==> src/design/mltok_pkg.sv <==
// Package holding the types and character constants shared by the metric line tokenizer.
package mltok_pkg;

    localparam logic [7:0] CH_LBRACKET = 8'h5B;
    localparam logic [7:0] CH_RBRACKET = 8'h5D;
    localparam logic [7:0] CH_COLON    = 8'h3A;
    localparam logic [7:0] CH_EQUAL    = 8'h3D;
    localparam logic [7:0] CH_LF       = 8'h0A;
    localparam logic [7:0] CH_CR       = 8'h0D;

    typedef enum logic [2:0] {
        PH_KEY         = 3'd0,
        PH_LABEL       = 3'd1,
        PH_AFTER_LABEL = 3'd2,
        PH_VALUE       = 3'd3,
        PH_BREAK       = 3'd4,
        PH_ERROR       = 3'd5
    } t_phase;

    typedef enum logic [2:0] {
        CL_KEY    = 3'd0,
        CL_LNAME  = 3'd1,
        CL_LVALUE = 3'd2,
        CL_VALUE  = 3'd3,
        CL_DELIM  = 3'd4,
        CL_BREAK  = 3'd5,
        CL_DROP   = 3'd6
    } t_class;

    typedef enum logic [2:0] {
        ERR_NONE          = 3'd0,
        ERR_EQUAL_IN_KEY  = 3'd1,
        ERR_BAD_LABEL     = 3'd2,
        ERR_UNEXPECTED    = 3'd3,
        ERR_MISSING_VALUE = 3'd4
    } t_err;

    typedef struct packed {
        t_phase phase;
        logic   saw_equal;
        logic   label_value_seen;
        logic   value_seen;
    } t_state;

    localparam t_state STATE_RESET = '{phase: PH_KEY, saw_equal: 1'b0,
                                       label_value_seen: 1'b0, value_seen: 1'b0};

    typedef struct packed {
        logic [7:0] echo_byte;
        t_class     byte_class;
        logic       sample_done;
        t_err       error_code;
        logic       message_done;
    } t_result;

    function automatic logic is_break(input logic [7:0] b);
        return (b == CH_LF) || (b == CH_CR);
    endfunction

endpackage

==> src/design/mltok_parse.sv <==
// Combinational tagger: classifies one byte and works out the next parser state.
module mltok_parse (
    input  mltok_pkg::t_state  i_state,
    input  logic [7:0]         i_byte,
    input  logic               i_last,
    output mltok_pkg::t_state  o_state,
    output mltok_pkg::t_result o_result
);

    mltok_pkg::t_state n_st;
    mltok_pkg::t_class cls;
    mltok_pkg::t_err   err;
    logic              done;
    logic              key_path;
    logic              brk;

    always_comb begin
        n_st     = i_state;
        cls      = mltok_pkg::CL_DROP;
        err      = mltok_pkg::ERR_NONE;
        done     = 1'b0;
        key_path = 1'b0;
        brk      = mltok_pkg::is_break(i_byte);

        case (i_state.phase)
            mltok_pkg::PH_KEY: begin
                key_path = 1'b1;
            end
            mltok_pkg::PH_LABEL: begin
                if (i_byte == mltok_pkg::CH_RBRACKET || i_byte == mltok_pkg::CH_COLON) begin
                    if (!i_state.saw_equal || !i_state.label_value_seen) begin
                        err = mltok_pkg::ERR_BAD_LABEL;
                    end else begin
                        cls = mltok_pkg::CL_DELIM;
                        if (i_byte == mltok_pkg::CH_RBRACKET) begin
                            n_st.phase = mltok_pkg::PH_AFTER_LABEL;
                        end else begin
                            n_st.phase      = mltok_pkg::PH_VALUE;
                            n_st.value_seen = 1'b0;
                        end
                    end
                end else if (brk) begin
                    err = mltok_pkg::ERR_MISSING_VALUE;
                end else if (!i_state.saw_equal) begin
                    if (i_byte == mltok_pkg::CH_EQUAL) begin
                        cls            = mltok_pkg::CL_DELIM;
                        n_st.saw_equal = 1'b1;
                    end else begin
                        cls = mltok_pkg::CL_LNAME;
                    end
                end else begin
                    cls                   = mltok_pkg::CL_LVALUE;
                    n_st.label_value_seen = 1'b1;
                end
            end
            mltok_pkg::PH_AFTER_LABEL: begin
                if (i_byte == mltok_pkg::CH_LBRACKET) begin
                    cls                   = mltok_pkg::CL_DELIM;
                    n_st.phase            = mltok_pkg::PH_LABEL;
                    n_st.saw_equal        = 1'b0;
                    n_st.label_value_seen = 1'b0;
                end else if (i_byte == mltok_pkg::CH_COLON) begin
                    cls             = mltok_pkg::CL_DELIM;
                    n_st.phase      = mltok_pkg::PH_VALUE;
                    n_st.value_seen = 1'b0;
                end else begin
                    err = mltok_pkg::ERR_UNEXPECTED;
                end
            end
            mltok_pkg::PH_VALUE: begin
                if (brk) begin
                    if (i_state.value_seen) begin
                        cls        = mltok_pkg::CL_BREAK;
                        done       = 1'b1;
                        n_st.phase = mltok_pkg::PH_BREAK;
                    end else begin
                        err = mltok_pkg::ERR_MISSING_VALUE;
                    end
                end else begin
                    cls             = mltok_pkg::CL_VALUE;
                    n_st.value_seen = 1'b1;
                end
            end
            mltok_pkg::PH_BREAK: begin
                if (brk) begin
                    cls = mltok_pkg::CL_BREAK;
                end else begin
                    key_path = 1'b1;
                end
            end
            default: begin
                cls = mltok_pkg::CL_DROP;
            end
        endcase

        // A byte at the start of, or inside, a key.
        if (key_path) begin
            if (i_byte == mltok_pkg::CH_LBRACKET) begin
                cls                   = mltok_pkg::CL_DELIM;
                n_st.phase            = mltok_pkg::PH_LABEL;
                n_st.saw_equal        = 1'b0;
                n_st.label_value_seen = 1'b0;
            end else if (i_byte == mltok_pkg::CH_COLON) begin
                cls             = mltok_pkg::CL_DELIM;
                n_st.phase      = mltok_pkg::PH_VALUE;
                n_st.value_seen = 1'b0;
            end else if (i_byte == mltok_pkg::CH_EQUAL) begin
                err = mltok_pkg::ERR_EQUAL_IN_KEY;
            end else if (brk) begin
                err = mltok_pkg::ERR_MISSING_VALUE;
            end else begin
                cls        = mltok_pkg::CL_KEY;
                n_st.phase = mltok_pkg::PH_KEY;
            end
        end

        if (err != mltok_pkg::ERR_NONE) begin
            cls        = mltok_pkg::CL_DROP;
            n_st.phase = mltok_pkg::PH_ERROR;
        end

        // The end of the datagram closes any open sample and restarts the parser.
        if (i_last) begin
            if (n_st.phase != mltok_pkg::PH_ERROR && n_st.phase != mltok_pkg::PH_BREAK) begin
                if (n_st.phase == mltok_pkg::PH_VALUE && n_st.value_seen) begin
                    done = 1'b1;
                end else begin
                    err = mltok_pkg::ERR_MISSING_VALUE;
                    cls = mltok_pkg::CL_DROP;
                end
            end
            n_st = mltok_pkg::STATE_RESET;
        end
    end

    assign o_state               = n_st;
    assign o_result.echo_byte    = i_byte;
    assign o_result.byte_class   = cls;
    assign o_result.sample_done  = done;
    assign o_result.error_code   = err;
    assign o_result.message_done = i_last;

endmodule

==> src/design/mltok_outreg.sv <==
// Result register with its valid flag, holding a transaction while the receiver stalls.
module mltok_outreg (
    input  logic               i_clk,
    input  logic               i_rst_n,
    input  logic               i_load,
    input  mltok_pkg::t_result i_result,
    input  logic               i_stall,
    output logic               o_free,
    output logic               o_valid,
    output mltok_pkg::t_result o_result
);

    logic               r_valid;
    logic               n_valid;
    mltok_pkg::t_result r_result;

    assign o_free = !r_valid || !i_stall;

    always_comb begin
        n_valid = r_valid;
        if (o_free) begin
            n_valid = i_load;
        end
    end

    always_ff @(posedge i_clk) begin
        if (!i_rst_n) begin
            r_valid <= 1'b0;
        end else begin
            r_valid <= n_valid;
        end
    end

    always_ff @(posedge i_clk) begin
        if (i_load && o_free) begin
            r_result <= i_result;
        end
    end

    assign o_valid  = r_valid;
    assign o_result = r_result;

endmodule

==> src/design/metric_line_tokenizer_top.sv <==
// Top level of the metric line tokenizer: input register, parser state and result register.
//
// Bytes of a metric datagram arrive on the input channel (i_in_valid, o_in_stall,
// i_data_byte, i_last_of_message), one transaction per byte. Each byte yields exactly
// one tagged result on the output channel (o_out_valid, i_out_stall and the result
// fields), in order.
// A byte is taken into the input register, tagged by the parser logic and written to
// the result register, which presents its result. The parser state updates in the
// same cycle as the tagging, so one byte per cycle is sustained with no bubbles while
// the receiver does not stall.
// When the receiver stalls, the result register holds its transaction and the input
// register can still take one more byte; the input channel stalls only once both
// are full, and it is released in the cycle the receiver takes the held result.
// Synchronous active-low reset empties both registers and returns the parser to
// the key phase with all flags cleared. The last byte of a datagram also returns
// the parser to that state.
module metric_line_tokenizer_top (
    input  logic       i_clk,
    input  logic       i_rst_n,
    input  logic       i_in_valid,
    output logic       o_in_stall,
    input  logic [7:0] i_data_byte,
    input  logic       i_last_of_message,
    output logic       o_out_valid,
    input  logic       i_out_stall,
    output logic [7:0] o_echo_byte,
    output logic [2:0] o_byte_class,
    output logic       o_sample_done,
    output logic [2:0] o_error_code,
    output logic       o_message_done
);

    logic               r_in_valid;
    logic               n_in_valid;
    logic [7:0]         r_in_byte;
    logic               r_in_last;
    mltok_pkg::t_state  r_state;
    mltok_pkg::t_state  n_state;
    mltok_pkg::t_result parse_result;
    mltok_pkg::t_result out_result;
    logic               out_free;
    logic               advance;
    logic               accept;

    assign advance    = r_in_valid && out_free;
    assign o_in_stall = r_in_valid && !out_free;
    assign accept     = i_in_valid && !o_in_stall;

    always_comb begin
        n_in_valid = r_in_valid;
        if (accept) begin
            n_in_valid = 1'b1;
        end else if (advance) begin
            n_in_valid = 1'b0;
        end
    end

    always_ff @(posedge i_clk) begin
        if (!i_rst_n) begin
            r_in_valid <= 1'b0;
            r_state    <= mltok_pkg::STATE_RESET;
        end else begin
            r_in_valid <= n_in_valid;
            if (advance) begin
                r_state <= n_state;
            end
        end
    end

    always_ff @(posedge i_clk) begin
        if (accept) begin
            r_in_byte <= i_data_byte;
            r_in_last <= i_last_of_message;
        end
    end

    mltok_parse u_parse (
        .i_state  (r_state),
        .i_byte   (r_in_byte),
        .i_last   (r_in_last),
        .o_state  (n_state),
        .o_result (parse_result)
    );

    mltok_outreg u_outreg (
        .i_clk    (i_clk),
        .i_rst_n  (i_rst_n),
        .i_load   (r_in_valid),
        .i_result (parse_result),
        .i_stall  (i_out_stall),
        .o_free   (out_free),
        .o_valid  (o_out_valid),
        .o_result (out_result)
    );

    assign o_echo_byte    = out_result.echo_byte;
    assign o_byte_class   = out_result.byte_class;
    assign o_sample_done  = out_result.sample_done;
    assign o_error_code   = out_result.error_code;
    assign o_message_done = out_result.message_done;

endmodule
==> config.mk <==
export PLATFORM = sky130hd
export DESIGN_NAME = metric_line_tokenizer_top
export DESIGN_NICKNAME = d
export VERILOG_FILES = /design/src/design/mltok_pkg.sv /design/src/design/mltok_parse.sv /design/src/design/mltok_outreg.sv /design/src/design/metric_line_tokenizer_top.sv
export SDC_FILE = /design/constraint.sdc
export NUM_CORES = 1
export LEC_CHECK = 0
export BUFFER_PORTS_ARGS = -buffer_cell sky130_fd_sc_hd__buf_2
export CAP_MARGIN = 20
export CORE_MARGIN = 3
export CORE_UTILIZATION = 55
export DETAILED_ROUTE_END_ITERATION = 12
export GPL_TIMING_DRIVEN = 0
export PLACE_DENSITY = 0.76
export SYNTH_ARGS = -nofsm -noshare
export SYNTH_HDL_FRONTEND = slang
export SYNTH_SLANG_ARGS = --single-unit
==> constraint.sdc <==
create_clock -name i_clk -period 5.8 [get_ports i_clk]
set_input_delay 0.58 -clock i_clk [delete_from_list [all_inputs] [get_ports i_clk]]
set_output_delay 0.58 -clock i_clk [all_outputs]
set_load 0.05 [all_outputs]
==> results of run 1 <==
-- critical path, cell delays in order, from the launching register on --
cell and delay, ps:
edfxtp_1 480, or4b_4 590, a211oi_4 370, a21oi_2 110
or3_4 420, o21ai_4 210, o32ai_1 130
-- metal layers --
layer / routed length [µm] / up-vias
met1: 1580 / 655
met2: 1830 / 71
met5: 0 / -
met4: 36 / 0
met3: 320 / 6
li1: - / 671
-- worst paths after layout --
| path | end | start | depth (start not counted) |
|---|---|---|---|
| max | u_outreg.o_result[6] | r_in_byte[5] | 6 |
| min | r_in_byte[6] | i_data_byte[6] | 1 |
| max reg2reg | u_outreg.o_result[6] | r_in_byte[5] | 6 |
| min reg2reg | u_outreg.o_result[11] | r_in_byte[3] | 0 |
-- cells by family after synthesis --
group	synth area share
buf+inv	0.0234
flops	0.550
simple gates	0.227
compound gates	0.200
-- layout make-up --
cell class / instances / area [µm²] / share of cell area
inverters: 4 / 15.0 / 0.00788
flip-flops and latches: 33 / 911 / 0.478
multi-input cells: 112 / 707 / 0.371
clock buffers: 8 / 58.8 / 0.0309
repair buffers: 30 / 150 / 0.0788
plain buffers: 6 / 23.8 / 0.0125
well taps: 31 / 38.8 / 0.0204
-- registers in the layout, indices dropped and copies added, names as in the netlist --
register           cells
u_outreg.o_result     16
u_outreg.o_valid       1
r_in_valid             1
r_in_last              1
r_in_byte              8
r_state                6
-- Yosys cell counts, drive strengths merged (3+ instances only) --
| cell type | number |
|---|---|
| edfxtp | 25 |
| a21oi | 15 |
| nor2 | 11 |
| o21ai | 10 |
| nand2 | 9 |
| dfxtp | 8 |
| nor2b | 6 |
| clkbuf | 5 |
| nand2b | 5 |
| nand3 | 5 |
| nor4 | 5 |
| inv | 4 |
| a211oi | 3 |
| nand3b | 3 |
| nor3b | 3 |
| o31a | 3 |
-- where the power goes --
group	leakage (nW)	switching [mW]	internal, mW
logic	0.338	0.0340	0.0126
registers	0.302	0.00675	0.265
clock network	0.0326	0.0717	0.0597
==> reports/metrics.cfg, run 1 <==
[final_layout]
final_cells=224
final_cell_area_um2=1900
final_cell_mix=buf_2, edfxtp_1, a21oi_1
layout.nets=205
layout-drive-gt1-share=0.233
final_common_cell=buf_2
fillers=233
synthToLayoutAreaGrowth_pct=15.0
finish.utilization=0.679
antennaDiodeCount=0

[synthesis]
synthesis.nets=168
ys.flop_type=edfxtp_1
synth_cell_type_count=44
ys_seq_area_frac=0.550
synth_edf_count=25
yosys-top-cells-area=edfxtp_1, dfxtp_1, a21oi_1
ys_warn_count=0
avgSynthCellArea_um2=10.7
synth_top_area_frac=0.453
syn_area_um2=1660
synthCells=155
ys_seq_elements=33
yosysTopAreaCell=edfxtp_1
async_flop_share=0

[sta]
finalHoldViolCount=0
clock.fmax_mhz=387
tightestPinTransition_ps=764
slew_violations=0
setup_ws_ps=3220
rsz0062_at_grt=false
finalSetupViolCount=0
tns_ps=0
fin_crit_ps=2580
min_period_over_period=0.446
slew-limit-headroom=0.489
hold_slack_ps=425
fin_skew_ps=15.8

[clock_tree]
post_cts_buffers=0
cts_resized=0
clk_pin_slew_ps=80
cts-root-buf=clkbuf_4
cts_tree=built
h-tree-depth=2
cts_buffers=5
clock-sinks=33
ctsHoldBuffers=0
clockBufferDepth=2
clk_latency_ps=340

[floorplanning]
coreArea_um2=2810
io_pins=31
placementRows=19
initial_utilization=0.591
die_y_um=60.9
die_x_um=60.9
die_area_um2=3710

[global_routing]
track_usage=0.227
top_usage_layer=met2
grt.overflow.total=0
grt_max_degree=19
use_met3=0.0638
grt_pass1_vias=1277
grt_first_pass_wirelength_mm=6.10
use_met2=0.377
grt.met1_usage=0.294
antenna_found_initial=0

[detailed_routing]
ant_nets=0
wire_per_inst_um=16.8
finalWirelength_mm=3.76
drt-vias-per-instance=6.26
drt_pass1_iterations=4
dr.first_iter.drc_count=89
drc=0
via_count=1403

[critical_path]
crit_path_max_fanout=6
required_ps=5850
crit_path_end_kind=flop
critPathKind=reg2reg
start_kind=flop
r2r_slack_ps=3220
arrival_ps=2640

[place]
placed_area_um2=1850
place_inst=216
gp_congestion=0.906
pre_cts_ws_ps=3250
port-buffer-count=30
dpl.hpwl_mm=2.74

[pwr]
p_per_area_nw_per_um2=236
p_total_mw=0.450
p_leak_nw=0.672
vdd_drop_max_mv=0.161

[flow_run]
drv_cap=0

[status]
status=completed

[hold_path]
holdCritPathClass=in2reg

No activity file was read; power rests on OpenSTA's default activity.
==> run 2, diff against run 1 <==
- CORE_UTILIZATION: 55 -> 49
- PLACE_DENSITY: 0.76 -> 0.72
- clock period: 5.8 -> 2.12 ns (I/O delays scaled with it)
==> reports/metrics.cfg, run 2 (synthesis results as in run 1) <==
[status]
status=complete, but fails checks
violations=setup timing

[sta]
tightestPinTransition_ps=700
hold_slack_ps=46.9
slew-limit-headroom=0.532
fin_crit_ps=2390
setup_ws_ps=-269
fin_skew_ps=9.54
min_period_over_period=1.13
clock.fmax_mhz=419
finalSetupViolCount=5
slew_violations=0
finalHoldViolCount=0
rsz0062_at_grt=true

[detailed_routing]
drt_pass1_iterations=4
drt-vias-per-instance=5.87
wire_per_inst_um=15.7
top_layer_used=met4
finalWirelength_mm=4.00
dr_wl_met2_mm=1.99
dr.first_iter.drc_count=138
via_count=1496
wl_met1_mm=1.61
drc=0
route.met3.wl_um=319
ant_nets=0

[place]
gp_congestion=0.952
dpl.hpwl_mm=2.73
port-buffer-count=30

[clock_tree]
clock-sinks=33
clk_latency_ps=340
clk_pin_slew_ps=100
cts_tree=built
clockBufferDepth=2
cts_buffers=5
h-tree-depth=2
cts-root-buf=clkbuf_4

[global_routing]
grt_first_pass_wirelength_mm=6.73
grt.overflow.total=0
grt_max_degree=19
grt_pass1_vias=1483
antenna_found_initial=0
track_usage=0.212

[critical_path]
required_ps=2210
rr_startpoint=r_in_byte[0]
cp_slowest_cell=edfxtp_1
crit_chain=or3b_4, a211oi_4, a21oi_2, or3_4, o21ai_4, o32ai_1
start_kind=flop
critPathKind=reg2reg
crit_path_max_fanout=6
r2r_slack_ps=-270
crit_path_end_kind=flop
slowest_delay_ps=500
worstRegToRegCells=6
arrival_ps=2480
r2r_end=u_outreg.o_result[6]

[floorplanning]
placementRows=20
die_y_um=64.1
io_pins=31
die_area_um2=4110
initial_utilization=0.530
die_x_um=64.1
coreArea_um2=3130

[final_layout]
finish.utilization=0.692
antennaDiodeCount=0
synthToLayoutAreaGrowth_pct=30.6
layout.nets=223
final_cell_mix=buf_2, edfxtp_1, buf_4
fillers=251
largest_reg_flops=16
layout-drive-gt1-share=0.389
final_common_cell=buf_2

[hold_path]
worstHoldPathCells=1
holdPathEnd=r_in_byte[6]
holdCritPathClass=in2reg
hp-start=i_data_byte[6]

[pwr]
p_leak_nw=0.803
p_per_area_nw_per_um2=625
vdd_drop_max_mv=0.540

[flow_run]
drv_cap=0

-- run 2: changes by cell type in the layout (fill, tap and decap cells not counted), moves of 2 or more --
cell | previous run | this run
nor3b_1 | 3 | 1
clkbuf_1 | 7 | 1
clkbuf_2 | 0 | 3
o21ai_0 | 9 | 6
a21oi_2 | 1 | 3
nor2_2 | 0 | 2
a21oi_1 | 14 | 12
nor3b_2 | 0 | 2
buf_6 | 0 | 2
o21ai_1 | 0 | 3
buf_4 | 0 | 18
nor2_1 | 11 | 8
-- run 2: per-stage QoR --
stage          instance area (µm²)  total power [mW]  TNS [ps]  setup slack, ps  instances
2_1_floorplan                 1660             0.846         0             2.45        155
3_3_place_gp                  1860             0.883     -2330             -403        229
3_5_place_dp                  1860             0.886     -2260             -401        229
4_1_cts                       2070              1.35      -645             -189        249
5_1_grt                       2160              1.41     -1700             -352        255
6_report                      2160              1.35      -952             -269        255
-- run 2: worst max path at each step --
| stage | start | endpoint | slack, ps | cells after the start |
|---|---|---|---|---|
| after floorplan | r_in_byte[7] | u_outreg.o_result[6] | 2 | 6 |
| after global placement | r_in_byte[6] | u_outreg.o_result[6] | -400 | 5 |
| after detailed placement | r_in_byte[1] | u_outreg.o_result[6] | -400 | 5 |
| after CTS | r_in_byte[0] | u_outreg.o_result[6] | -190 | 6 |
| after global routing | r_in_byte[0] | u_outreg.o_result[6] | -350 | 6 |
| final | r_in_byte[0] | u_outreg.o_result[6] | -270 | 6 |
-- run 2: layer usage --
metal,vias to the layer above,track usage
li1,709,-
met5,-,0
met4,0,0.0739
met1,701,0.269
met3,10,0.0545
met2,76,0.351
-- run 2: timing repair --
item	4_1_cts	5_1_grt
gates resized for setup	10	16
hold buffers	0	0
endpoints found under the setup margin	8	10
pin swaps	9	13
setup buffers	12	7
-- run 2: report_power, final --
part           total (mW)  switching [mW]  internal [mW]  leakage, nW
clock network       0.459           0.215          0.244       0.0389
logic               0.152           0.102         0.0497        0.462
registers           0.742          0.0173          0.725        0.302
-- run 2: cell type report --
type | instances | area, µm² | share of cell area
clock inverters | 3 | 41.3 | 0.0191
flip-flops and latches | 33 | 911 | 0.421
repair buffers | 49 | 297 | 0.137
clock buffers | 5 | 37.5 | 0.0174
inverters | 4 | 15.0 | 0.00694
plain buffers | 5 | 30.0 | 0.0139
well taps | 44 | 55.1 | 0.0254
multi-input cells | 112 | 777 | 0.359
-- run 2: critical path, delay by kind of cell (launching register included) --
| family | cells | cell delay [ps] |
|---|---|---|
| AND/OR/NAND/NOR | 2 | 820 |
| AO/OA/AOI/OAI | 4 | 810 |
| flip-flops | 1 | 500 |
